$ cat src/hdl/art_pkg.sv
// Shared types and constants for the address region table.
// Holds the operation and status codes, controller states, the stored
// entry layout and the result bundle. Depends on nothing.
`timescale 1ns / 1ps
`default_nettype none

package art_pkg;

  localparam int ADDR_W  = 32;
  localparam int FLAG_W  = 8;
  localparam int COUNT_W = 5;

  typedef enum logic [1:0] {
    OP_INSERT = 2'd0,
    OP_LOOKUP = 2'd1,
    OP_CLEAR  = 2'd2
  } op_t;

  typedef enum logic [1:0] {
    ST_OK      = 2'd0,
    ST_EMPTY   = 2'd1,
    ST_OVERLAP = 2'd2,
    ST_FULL    = 2'd3
  } status_t;

  typedef enum logic [2:0] {
    S_IDLE,
    S_SCAN,
    S_SHIFT,
    S_WRITE,
    S_RESP
  } state_t;

  typedef struct packed {
    logic [ADDR_W-1:0] rstart;
    logic [ADDR_W-1:0] rend;
    logic [FLAG_W-1:0] rflags;
  } entry_t;

  typedef struct packed {
    logic               hit;
    status_t            status;
    logic [ADDR_W-1:0]  found_start;
    logic [ADDR_W-1:0]  found_end;
    logic [FLAG_W-1:0]  found_flags;
    logic [COUNT_W-1:0] count;
  } result_t;

endpackage

`default_nettype wire

$ cat src/hdl/art_mem.sv
// Region store: one synchronous memory of entries, one write and one read
// port, read data registered.
// Depends on art_pkg for the entry layout.
`timescale 1ns / 1ps
`default_nettype none

module art_mem #(
  parameter int DEPTH = 16,
  parameter int IDX_W = 4
) (
  input  wire logic             clk,
  input  wire logic             wr_en,
  input  wire logic [IDX_W-1:0] wr_addr,
  input  wire art_pkg::entry_t  wr_data,
  input  wire logic             rd_en,
  input  wire logic [IDX_W-1:0] rd_addr,
  output art_pkg::entry_t       rd_data
);

  art_pkg::entry_t mem [DEPTH];

  always_ff @(posedge clk) begin
    if (wr_en) begin
      mem[wr_addr] <= wr_data;
    end
  end

  always_ff @(posedge clk) begin
    if (rd_en) begin
      rd_data <= mem[rd_addr];
    end
  end

endmodule

`default_nettype wire

$ cat src/hdl/art_ctrl.sv
// Request sequencer for the region table: scans the store, checks inserts,
// shifts entries up to open a slot and builds one result per request.
// Depends on art_pkg; drives the ports of art_mem.
`timescale 1ns / 1ps
`default_nettype none

module art_ctrl #(
  parameter int MAX_REGIONS = 16,
  parameter int IDX_W       = 4,
  parameter int CNT_W       = 5
) (
  input  wire logic                         clk,
  input  wire logic                         rst,
  input  wire logic                         in_valid,
  output logic                              in_stall,
  input  wire logic [1:0]                   operation,
  input  wire logic [art_pkg::ADDR_W-1:0]   start_or_address,
  input  wire logic [art_pkg::ADDR_W-1:0]   end_address,
  input  wire logic [art_pkg::FLAG_W-1:0]   region_flags_in,
  output logic                              res_valid,
  input  wire logic                         res_ready,
  output art_pkg::result_t                  res,
  output logic                              rd_en,
  output logic [IDX_W-1:0]                  rd_addr,
  input  wire art_pkg::entry_t              rd_data,
  output logic                              wr_en,
  output logic [IDX_W-1:0]                  wr_addr,
  output art_pkg::entry_t                   wr_data
);

  localparam int CW = CNT_W + art_pkg::COUNT_W;

  art_pkg::state_t  state, state_next;
  art_pkg::status_t st, st_next;
  logic [CNT_W-1:0] cnt, cnt_next;
  logic [CNT_W-1:0] iss, iss_next;
  logic [CNT_W-1:0] pos, pos_next;
  logic [CNT_W-1:0] wa, wa_next;
  logic             rd_pend, rd_pend_next;
  logic             iss_done, iss_done_next;
  logic             ovl, ovl_next;
  logic             hit_q, hit_q_next;
  logic [art_pkg::ADDR_W-1:0] fstart, fstart_next;
  logic [art_pkg::ADDR_W-1:0] fend, fend_next;
  logic [art_pkg::FLAG_W-1:0] fflags, fflags_next;
  logic [1:0]                 op_q, op_q_next;
  logic [art_pkg::ADDR_W-1:0] a_q, a_q_next;
  logic [art_pkg::ADDR_W-1:0] b_q, b_q_next;
  logic [art_pkg::FLAG_W-1:0] f_q, f_q_next;
  logic [CW-1:0]              cnt_ext;

  always_comb begin
    state_next    = state;
    st_next       = st;
    cnt_next      = cnt;
    iss_next      = iss;
    pos_next      = pos;
    wa_next       = wa;
    rd_pend_next  = 1'b0;
    iss_done_next = iss_done;
    ovl_next      = ovl;
    hit_q_next    = hit_q;
    fstart_next   = fstart;
    fend_next     = fend;
    fflags_next   = fflags;
    op_q_next     = op_q;
    a_q_next      = a_q;
    b_q_next      = b_q;
    f_q_next      = f_q;
    rd_en         = 1'b0;
    rd_addr       = iss[IDX_W-1:0];
    wr_en         = 1'b0;
    wr_addr       = wa[IDX_W-1:0];
    wr_data       = rd_data;
    in_stall      = (state != art_pkg::S_IDLE);
    res_valid     = 1'b0;

    unique case (state)
      art_pkg::S_IDLE: begin
        if (in_valid) begin
          op_q_next    = operation;
          a_q_next     = start_or_address;
          b_q_next     = end_address;
          f_q_next     = region_flags_in;
          st_next      = art_pkg::ST_OK;
          hit_q_next   = 1'b0;
          fstart_next  = '0;
          fend_next    = '0;
          fflags_next  = '0;
          ovl_next     = 1'b0;
          pos_next     = '0;
          iss_next     = '0;
          unique case (operation)
            art_pkg::OP_INSERT: begin
              if (start_or_address >= end_address) begin
                st_next    = art_pkg::ST_EMPTY;
                state_next = art_pkg::S_RESP;
              end else begin
                state_next = art_pkg::S_SCAN;
              end
            end
            art_pkg::OP_LOOKUP: state_next = art_pkg::S_SCAN;
            art_pkg::OP_CLEAR: begin
              cnt_next   = '0;
              state_next = art_pkg::S_RESP;
            end
            default: state_next = art_pkg::S_RESP;
          endcase
        end
      end

      art_pkg::S_SCAN: begin
        // issue one read per cycle, evaluate each entry in the cycle after its read
        if (iss != cnt) begin
          rd_en        = 1'b1;
          rd_pend_next = 1'b1;
          iss_next     = iss + 1'b1;
        end
        if (rd_pend) begin
          if (op_q == art_pkg::OP_LOOKUP) begin
            if (!hit_q && rd_data.rstart <= a_q && a_q < rd_data.rend) begin
              hit_q_next  = 1'b1;
              fstart_next = rd_data.rstart;
              fend_next   = rd_data.rend;
              fflags_next = rd_data.rflags;
            end
          end else begin
            if (rd_data.rstart <= a_q) begin
              pos_next = pos + 1'b1;
            end
            if (rd_data.rstart < b_q && rd_data.rend > a_q) begin
              ovl_next = 1'b1;
            end
          end
        end
        if (iss == cnt && !rd_pend) begin
          if (op_q == art_pkg::OP_LOOKUP) begin
            state_next = art_pkg::S_RESP;
          end else if (ovl) begin
            st_next    = art_pkg::ST_OVERLAP;
            state_next = art_pkg::S_RESP;
          end else if (cnt == CNT_W'(MAX_REGIONS)) begin
            st_next    = art_pkg::ST_FULL;
            state_next = art_pkg::S_RESP;
          end else if (pos == cnt) begin
            state_next = art_pkg::S_WRITE;
          end else begin
            iss_next      = cnt - 1'b1;
            iss_done_next = 1'b0;
            state_next    = art_pkg::S_SHIFT;
          end
        end
      end

      art_pkg::S_SHIFT: begin
        // move entries pos..cnt-1 up by one, top first; read i, write i+1
        if (!iss_done) begin
          rd_en        = 1'b1;
          rd_pend_next = 1'b1;
          wa_next      = iss + 1'b1;
          if (iss == pos) begin
            iss_done_next = 1'b1;
          end else begin
            iss_next = iss - 1'b1;
          end
        end
        if (rd_pend) begin
          wr_en = 1'b1;
        end
        if (iss_done && !rd_pend) begin
          state_next = art_pkg::S_WRITE;
        end
      end

      art_pkg::S_WRITE: begin
        wr_en      = 1'b1;
        wr_addr    = pos[IDX_W-1:0];
        wr_data    = '{rstart: a_q, rend: b_q, rflags: f_q};
        cnt_next   = cnt + 1'b1;
        state_next = art_pkg::S_RESP;
      end

      art_pkg::S_RESP: begin
        res_valid = 1'b1;
        if (res_ready) begin
          state_next = art_pkg::S_IDLE;
        end
      end

      default: state_next = art_pkg::S_IDLE;
    endcase
  end

  always_ff @(posedge clk) begin
    if (rst) begin
      state    <= art_pkg::S_IDLE;
      cnt      <= '0;
      rd_pend  <= 1'b0;
      iss_done <= 1'b0;
    end else begin
      state    <= state_next;
      cnt      <= cnt_next;
      rd_pend  <= rd_pend_next;
      iss_done <= iss_done_next;
    end
  end

  always_ff @(posedge clk) begin
    st     <= st_next;
    iss    <= iss_next;
    pos    <= pos_next;
    wa     <= wa_next;
    ovl    <= ovl_next;
    hit_q  <= hit_q_next;
    fstart <= fstart_next;
    fend   <= fend_next;
    fflags <= fflags_next;
    op_q   <= op_q_next;
    a_q    <= a_q_next;
    b_q    <= b_q_next;
    f_q    <= f_q_next;
  end

  assign cnt_ext = CW'(cnt);

  always_comb begin
    res.hit         = hit_q;
    res.status      = st;
    res.found_start = fstart;
    res.found_end   = fend;
    res.found_flags = fflags;
    res.count       = cnt_ext[art_pkg::COUNT_W-1:0];
  end

  a_no_rw_same: assert property (@(posedge clk) disable iff (rst)
    !(rd_en && wr_en && rd_addr == wr_addr))
    else $error("read and write hit the same entry in one cycle");

  a_count_step: assert property (@(posedge clk) disable iff (rst)
    (state == art_pkg::S_WRITE) |=> (cnt == $past(cnt) + 1'b1))
    else $error("successful insert did not advance the count");

  a_count_bound: assert property (@(posedge clk) disable iff (rst)
    cnt <= CNT_W'(MAX_REGIONS))
    else $error("region count exceeds table depth");

  a_shift_pos: assert property (@(posedge clk) disable iff (rst)
    (state == art_pkg::S_SHIFT) |-> (pos < cnt && cnt < CNT_W'(MAX_REGIONS)))
    else $error("shift started without a free slot above the insert point");

endmodule

`default_nettype wire

$ cat src/hdl/address_region_table.sv
// Address region table: a sorted store of up to MAX_REGIONS non-overlapping
// half-open address ranges [start, end), each with a flags byte.
//
// Request channel (in_valid / in_stall, payload operation, start_or_address,
// end_address, region_flags_in) takes insert, lookup and clear requests. A
// request is taken when in_valid is high and in_stall is low. Each request
// gives exactly one result on the result channel (out_valid / out_stall):
// hit, status, found_start/end/flags and region_count.
// Clear, the unused code and an empty range go straight to the result; a
// lookup scans the stored regions, and an insert scans them and may then
// move the entries above its place up one by one to open its slot. Both go
// through the single read port of the region memory: the scan and the shift
// read one entry per cycle. One request is in work at a time; in_stall is
// high while it is.
// The finished result sits in an output register, so a new request is taken
// while the receiver holds out_stall; the next result waits in the
// sequencer until that register frees up, and out_valid and the payload hold.
// Reset (rst, synchronous) empties the table and drops any pending result;
// the region memory itself is not cleared, only the count.
`timescale 1ns / 1ps
`default_nettype none

module address_region_table #(
  parameter int MAX_REGIONS = 16
) (
  input  wire logic                       clk,
  input  wire logic                       rst,
  input  wire logic                       in_valid,
  output logic                            in_stall,
  input  wire logic [1:0]                 operation,
  input  wire logic [art_pkg::ADDR_W-1:0] start_or_address,
  input  wire logic [art_pkg::ADDR_W-1:0] end_address,
  input  wire logic [art_pkg::FLAG_W-1:0] region_flags_in,
  output logic                            out_valid,
  input  wire logic                       out_stall,
  output logic                            hit,
  output logic [1:0]                      status,
  output logic [art_pkg::ADDR_W-1:0]      found_start,
  output logic [art_pkg::ADDR_W-1:0]      found_end,
  output logic [art_pkg::FLAG_W-1:0]      found_flags,
  output logic [art_pkg::COUNT_W-1:0]     region_count
);

  localparam int IDX_W = (MAX_REGIONS > 1) ? $clog2(MAX_REGIONS) : 1;
  localparam int CNT_W = $clog2(MAX_REGIONS + 1);

  logic             res_valid;
  logic             res_ready;
  art_pkg::result_t res;
  art_pkg::result_t out_q;
  logic             rd_en;
  logic [IDX_W-1:0] rd_addr;
  art_pkg::entry_t  rd_data;
  logic             wr_en;
  logic [IDX_W-1:0] wr_addr;
  art_pkg::entry_t  wr_data;

  art_ctrl #(
    .MAX_REGIONS (MAX_REGIONS),
    .IDX_W       (IDX_W),
    .CNT_W       (CNT_W)
  ) u_ctrl (
    .clk              (clk),
    .rst              (rst),
    .in_valid         (in_valid),
    .in_stall         (in_stall),
    .operation        (operation),
    .start_or_address (start_or_address),
    .end_address      (end_address),
    .region_flags_in  (region_flags_in),
    .res_valid        (res_valid),
    .res_ready        (res_ready),
    .res              (res),
    .rd_en            (rd_en),
    .rd_addr          (rd_addr),
    .rd_data          (rd_data),
    .wr_en            (wr_en),
    .wr_addr          (wr_addr),
    .wr_data          (wr_data)
  );

  art_mem #(
    .DEPTH (MAX_REGIONS),
    .IDX_W (IDX_W)
  ) u_mem (
    .clk     (clk),
    .wr_en   (wr_en),
    .wr_addr (wr_addr),
    .wr_data (wr_data),
    .rd_en   (rd_en),
    .rd_addr (rd_addr),
    .rd_data (rd_data)
  );

  // Output register: load when empty or being drained this cycle; hold
  // while the receiver stalls.
  assign res_ready = !out_valid || !out_stall;

  always_ff @(posedge clk) begin
    if (rst) begin
      out_valid <= 1'b0;
    end else if (res_valid && res_ready) begin
      out_valid <= 1'b1;
    end else if (!out_stall) begin
      out_valid <= 1'b0;
    end
  end

  always_ff @(posedge clk) begin
    if (res_valid && res_ready) begin
      out_q <= res;
    end
  end

  assign hit          = out_q.hit;
  assign status       = out_q.status;
  assign found_start  = out_q.found_start;
  assign found_end    = out_q.found_end;
  assign found_flags  = out_q.found_flags;
  assign region_count = out_q.count;

  a_load_shows: assert property (@(posedge clk) disable iff (rst)
    (res_valid && res_ready) |=> out_valid)
    else $error("result taken from sequencer but not presented");

  a_busy_stall: assert property (@(posedge clk) disable iff (rst)
    res_valid |-> in_stall)
    else $error("request channel open while a result is pending");

  a_miss_zero: assert property (@(posedge clk) disable iff (rst)
    (out_valid && !hit) |-> (found_start == '0 && found_end == '0 && found_flags == '0))
    else $error("miss carries nonzero region fields");

endmodule

`default_nettype wire
$ cat config.mk
export PLATFORM = sky130hd
export DESIGN_NAME = address_region_table
export DESIGN_NICKNAME = d
export VERILOG_FILES = /design/src/hdl/art_pkg.sv /design/src/hdl/art_mem.sv /design/src/hdl/art_ctrl.sv /design/src/hdl/address_region_table.sv
export SDC_FILE = /design/constraint.sdc
export NUM_CORES = 2
export LEC_CHECK = 0
export ABC_AREA = 1
export BUFFER_PORTS_ARGS = -buffer_cell sky130_fd_sc_hd__buf_4
export CAP_MARGIN = 20
export CORE_ASPECT_RATIO = 1.2
export CORE_UTILIZATION = 50
export CTS_CLUSTER_SIZE = 16
export DETAILED_ROUTE_END_ITERATION = 8
export HOLD_SLACK_MARGIN = 0.02
export PLACE_DENSITY = 0.72
export SYNTH_ARGS = -nofsm -noshare
export SYNTH_HDL_FRONTEND = slang
export SYNTH_SLANG_ARGS = --single-unit
$ cat constraint.sdc
create_clock -name clk -period 5.9 [get_ports clk]
set_input_delay 0.885 -clock clk [delete_from_list [all_inputs] [get_ports clk]]
set_output_delay 0.885 -clock clk [all_outputs]
set_load 0.01 [all_outputs]
; ---- After elaboration in Yosys (flattened, before gate mapping)
; Memories as Yosys holds them, arrays and structs flattened. A register that Yosys moved wholly into a read port is not among the register bits.
; Index checks and enable logic that the tools add are counted.
[word_totals]
ff_bits = 255
ram_bits = 1152
output_inout_bits = 82
word_cells = 173
n_memories = 1
[op_classes]
n_addsub = 5
n_lt_le_gt_ge = 5
n_eq_ne = 30
n_mux = 79
bitwise_logic = 1
n_reduce_logical = 28
[mem_list]
columns = memory, words, width, read_ports, rd_clocked_by_memory_dff, wr, line
row1 = u_mem.mem, 16, 72, 1, 1, 1, art_mem.sv:20  ; art_pkg::entry_t mem [DEPTH];
[op_table]
columns = cell, n
row1 = $mux 32, 7
row2 = $pmux 32 s2, 2
row3 = $mux 72, 1
row4 = $mux 5, 14
row5 = $lt 32x32->1, 2
row6 = $ge 32x32->1, 1
row7 = $gt 32x32->1, 1
row8 = $le 32x32->1, 1
row9 = $mux 8, 4
row10 = $mux 1, 24
row11 = $mux 3, 8
row12 = $pmux 5 s2, 2
row13 = $reduce_and 5->1, 4
row14 = $ne 2x2->1 const B, 9
row15 = $ne 2x1->1 const B, 8
row16 = $pmux 8 s2, 1
row17 = $add 5x1->5 const B, 3
row18 = $eq 5x5->1, 3
row19 = $pmux 3 s5, 1
row20 = $pmux 5 s3, 1
row21 = $mux 2, 6
row22 = $pmux 1 s2, 5
row23 = $sub 5x1->5 const B, 2
row24 = $reduce_and 4->1, 2
row25 = 22 further kinds, 36

; ---- Depth between registers and ports, before layout
[logic_depth]
depth_word = 8
mapped_depth = 17
depth_no_buf = 17

; ---- By module
; A second synthesis with hierarchy kept.
[hier_totals]
cells_unflattened = 6014
hier_area_um2 = 64692.0
[by_module_without_submodules]
columns = mod, instances, cells_each, area_each_um2, seq_area_each_um2
row1 = art_mem, 1, 4731, 51493.1, 36755.3
row2 = art_ctrl, 1, 1198, 10752.8, 5124.9
row3 = address_region_table, 1, 85, 2446.1, 2422.3

; ---- Worst setup path after synthesis
; OpenSTA, ideal clock, no wires.
[synth_timing]
path_type = reg-to-reg
startpoint = reg u_mem.rd_data[71] (netlist name)
endpoint = reg u_ctrl.fend[0] (netlist name) (enable)
arrival_ns = 5.027
t_required_ns = 5.372
slack_ns = 0.345
path_stages_with_launch = 10
n_path_buf = 0
period_less_slack_ns = 5.555
cell_sequence = edfxtp_1 > ha_1 > nand2_1 > inv_1 > nand3_1 > nor4_1 > nand4_1 > nand2_1 > nand3_1 > a21oi_1
[synth_between]
elab_chain_len = 5
[synth_lines]
columns = item, line
row1 = $le 32x32->1, art_ctrl.sv:121  ; if (!hit_q && rd_data.rstart <= a_q && a_q < rd_data.rend) begin
row2 = $logic_and 1x1->1 (2 in series), art_ctrl.sv:121
row3 = $ne 2x1->1 (no source line), --
row4 = $reduce_and 5->1 (no source line), --
row5 = end signal: assignment, art_ctrl.sv:216  ; fend <= fend_next;
row6 = end: declaration, art_ctrl.sv:44  ; logic [art_pkg::ADDR_W-1:0] fend, fend_next;
; Every way passes these cells.
; A chain may end at the register's enable or synchronous reset.

; ---- Worst setup path after layout
[layout_timing]
startpoint = reg u_ctrl.state[0]
endpoint = mem u_mem.mem[14][59] (netlist name) (enable)
[layout_between]
elab_chain_len = 4
[layout_lines]
columns = item, line
row1 = start: declaration, art_ctrl.sv:33  ; art_pkg::state_t state, state_next;
row2 = start signal: assignment, art_ctrl.sv:196  ; state <= art_pkg::S_IDLE;
row3 = start signal: assignment, art_ctrl.sv:201  ; state <= state_next;
row4 = $eq 3x2->1, art_ctrl.sv:78  ; unique case (state)
row5 = $pmux 1 s2, art_ctrl.sv:78
row6 = $mux 1, art_mem.sv:23  ; if (wr_en) begin
row7 = $mux 1 (not written as such), art_mem.sv:24  ; mem[wr_addr] <= wr_data;
row8 = end: declaration, art_mem.sv:20
; Parallel ways exist; a longest one is shown, timed or not.

==> impl.org <==
** Placed design
- Area after detailed placement :: 62,750 um^2
- Number of input and output port buffers inserted :: 159
- GP Congestion :: 0.9406
- The HPWL after detailed placement is 94,650 um.

** Routing
- Summed over all layers, the routed wires come to 159,300 um.
- Number of design rule violations left after detail routing :: 0
- Number of antenna-violating nets in the routed design :: 0
- Across all layers, the routed design uses 38,890 vias.
- Post-detailed-route via-to-cell ratio :: 6.088
- For this run, the detailed router's first-pass iteration total came to 9.
- After the first detailed-routing iteration, the DRC count stood at 5,490.
- Dividing the detail-routed wire length by the instance count gives 24.94 um.

** Clock tree
- TritonCTS built the clock tree.
- In this run the number of H-tree levels came out at 4.
- The clock passes through at most 3 buffers.
- In this run the clock root is driven by a sky130_fd_sc_hd__clkbuf_16.
- Number of sinks driven by the clock tree :: 1,479
- Clock latency on the worst-skew pair, taken at its later pin, is 780 ps.
- Hold_buf cts :: 0
- Once the clock tree was built, the setup fixing pass inserted 0 buffers.
- The number of clock buffers added by TritonCTS is 144.
- Clock transition at the registers of the reported paths :: 60 ps
- Post-CTS repair changed the size of 0 cells.

** Yosys
- Syn Area/Cell :: 13.00 um^2
- After synthesis the netlist holds a flip-flop and latch count of 1,479.
- Number of distinct standard cells referenced by the synthesized netlist :: 44
- In the synthesized netlist the dominant register cell turns out to be sky130_fd_sc_hd__edfxtp_1.
- The synthesized netlist occupies a cell area of 59,530 um^2.
- Mapped Nets :: 4,788
- The synthesized design contains 1,468 enable-type register cells.
- Share of async-settable or async-resettable flops after synthesis :: 0%
- Counting every instance in the synthesized netlist gives 4,579.
- The Yosys step of the flow raised 0 warnings.
- Sequential cell area fraction in the yosys report :: 74.42%

** Floorplanning
- The initial utilization of the core area, before any placement, comes to 50.48%.
- Width of the die :: 317.0 um
- Die Area :: 120,400 um^2
- Core Box Area :: 117,900 um^2
- In this run the count of I/O pins placed on the die edge is 160.
- Measured along the y axis, the die boundary spans 380.0 um.
- Row count :: 138

** Worst setup path
- Worst path cell trace :: inv_1, nor2_1, nand2_4, inv_1, or2_2, o21ai_0, inv_1, nand3_1, nor2_4, buf_12
- Critical path class :: reg2reg
- Buf/Inv on CP :: 4
- Top cell family by delay on the critical path :: simple AND/OR/NAND/NOR gates
- In this design, the critical path's most frequently occurring cell is sky130_fd_sc_hd__inv_1.
- Critical Path Fanout Max :: 58
- The worst setup path is launched from a flip-flop.
- The worst setup path is captured at a flip-flop.
- On the worst path, the slowest cell contributes a delay of 640 ps.
- Slowest cell on the critical path :: sky130_fd_sc_hd__inv_1
- STA puts the critical path data arrival time at 4350 ps.
- Data required time at the worst endpoint :: 6300 ps

** Cells and area
- The area growth from synthesis to layout is 13.55%.
- Number of fill cells in the layout :: 9,014
- Register Area :: 44,300 um^2
- Layout net count :: 4,943
- Ratio of cells with drive above 1 in the final layout :: 10.81%
- Area of combinational cells with multiple inputs :: 13,420 um^2
- Final standard cell area without fillers :: 67,590 um^2

** GRT
- Global routing consumed, on the met1 layer, 36.61% of the routing resources.
- The first global-routing pass estimated 233,600 um of wire.
- Total routing resource utilization after global routing :: 26.25%
- The number of global-route vias before repair came to 37,110.
- For this run, global-route usage on met3 was measured as 5.804%.
- GR Layer Usage met2 :: 40.34%
- met2 is the most crowded layer.
- For this run the aggregate overflow at the end of global routing stands at 0.
- Maximum number of pins on one net before global-route repair :: 204
- The initial antenna violation count came to 8.

** Pwr
- Power spread over the standard cell area amounts to 504.9 nW/um^2.
- Power, Total :: 34.13 mW
- The worst-case IR drop observed on VDD is 374.4 uV.
- Static leakage power :: 23.62 nW

** Job
- Number of max-cap violations :: 0

** STA
- For the pin with the worst max-slew slack, the measured transition is 1173 ps.
- Across the routed clock network, the largest skew measured is 31.24 ps.
- Final hold violation count :: 0
- Setup total negative slack on the finished layout was measured at 0 ps.
- Setup repair after global routing missed its margin :: no
- Pins Over Slew Limit :: 0
- Minimum clock period after layout :: 3950 ps
- Setup violations remaining at the end of the flow were counted as 0.
- For this run, the top clock speed supported by timing is 253.2 MHz.
- The worst pin sits at a relative slew slack of 21.31%.
- Of the available clock period, the critical path in the final layout requires 66.95%.

** Worst hold path
- Type of the most critical hold path :: in2reg

** Status
- The flow ran to the end, and the final reports show no timing, DRC or antenna violations.
==> worst register-to-register path, cell delays in order (launching register included) <==
cell                      delay [ps]
sky130_fd_sc_hd__dfxtp_1         380
sky130_fd_sc_hd__inv_1            80
sky130_fd_sc_hd__nor2_1          370
sky130_fd_sc_hd__nand2_4         140
sky130_fd_sc_hd__inv_1           640
sky130_fd_sc_hd__or2_2           240
sky130_fd_sc_hd__o21ai_0         160
sky130_fd_sc_hd__inv_1           140
sky130_fd_sc_hd__nand3_1         320
sky130_fd_sc_hd__nor2_4          620
sky130_fd_sc_hd__buf_12          480
==> path summary, 6_finish.rpt <==
kind / depth (start not counted) / endpoint / from / slack [ps]
setup / recovery: 10 / u_mem.mem[14][59] / u_ctrl.state[0] / 1950
hold / removal: 1 / u_ctrl.f_q[4] / region_flags_in[4] / 290
setup reg to reg: 10 / u_mem.mem[14][59] / u_ctrl.state[0] / 1950
hold reg to reg: 0 / found_end[8] / u_ctrl.fend[8] / 400
==> routing by layer <==
metal,routed length (um),vias up
li1,-,17080
met5,12,-
met3,17830,339
met2,73640,2299
met1,62410,19170
met4,5406,2
==> cells by family (layout without fill, tap and decap cells) <==
| kind of cell | Yosys count | count (layout) | synth area share, % |
|---|---|---|---|
| flops | 1479 | 1479 | 74.42 |
| buf+inv | 515 | 782 | 3.325 |
| fa+ha+maj | 131 | 131 | 2.753 |
| xor+xnor | 17 | 17 | 0.2501 |
| compound gates | 1284 | 1284 | 11.69 |
| other cells | 0 | 2 | 0 |
| simple gates | 1153 | 1153 | 7.556 |
==> Yosys cell counts (31+ instances only) <==
library cell               count  share of area, %
sky130_fd_sc_hd__clkbuf_1    221               1.4
sky130_fd_sc_hd__inv_1       243               1.5
sky130_fd_sc_hd__edfxtp_1   1468                74
sky130_fd_sc_hd__nor2_1      824               5.2
sky130_fd_sc_hd__buf_2        31              0.26
sky130_fd_sc_hd__nand2_1     250               1.6
sky130_fd_sc_hd__o21ai_1      32              0.27
sky130_fd_sc_hd__o21ai_0     757               6.4
sky130_fd_sc_hd__o22ai_1     343               3.6
sky130_fd_sc_hd__a21oi_1     110              0.92
sky130_fd_sc_hd__ha_1        131               2.8
sky130_fd_sc_hd__nand3_1      40              0.34
==> final cells by class <==
class	count	area share, %
multi-input cells	2585	19.85
flip-flops and latches	1479	65.54
clock inverters	79	1.166
well taps	1540	2.851
repair buffers	277	3.467
diodes	2	0.007404
clock buffers	179	5.714
inverters	247	1.399
==> report_power, final <==
part	switching (mW)	internal [mW]	total, mW
combinational	7.78	2.85	10.6
sequential	0.498	13.9	14.4
clock	3.91	5.20	9.11
total	12.2	21.9	34.1
==> through the flow <==
step | hold WS, ps | cells | setup WS [ps] | utilization (%)
after detailed placement | 404.5 | 6105 | 2082 | 53.21
after global placement | 402.9 | 6101 | 2099 | 53.19
final | 291.8 | 6388 | 1950 | 57.32
after CTS | 245.5 | 6363 | 2033 | 57.15
after floorplan | 400.3 | 4579 | 344.8 | -
after global routing | 266.8 | 6386 | 1747 | 57.31
==> registers in the layout, summed over array words and instances (netlist names), 2 cells and up <==
signal         count
found_end         32
found_flags        8
found_start       32
region_count       5
status             2
u_ctrl.a_q        32
u_ctrl.b_q        32
u_ctrl.cnt         5
u_ctrl.f_q         8
u_ctrl.fend       32
u_ctrl.fflags      8
u_ctrl.fstart     32
u_ctrl.iss         5
u_ctrl.op_q        2
u_ctrl.pos         5
u_ctrl.st          2
u_ctrl.state       3
u_ctrl.wa          4
u_mem.mem       1152
u_mem.rd_data     72
==> cell usage in the layout, fill, tap and decap left out, drive strengths merged, types with 4 or more instances in the layout <==
| cell | instances |
|---|---|
| edfxtp | 1468 |
| nor2 | 826 |
| o21ai | 789 |
| o22ai | 343 |
| buf | 276 |
| nand2 | 250 |
| inv | 249 |
| clkbuf | 180 |
| ha | 131 |
| a21oi | 111 |
| clkinv | 63 |
| nand3 | 42 |
| a22oi | 18 |
| xor2 | 14 |
| nor3 | 14 |
| bufinv | 12 |
| dfxtp | 11 |
| nand4 | 11 |
| or2 | 6 |
| o211ai | 6 |
| a31oi | 4 |
(Power assumes the default switching activity.)
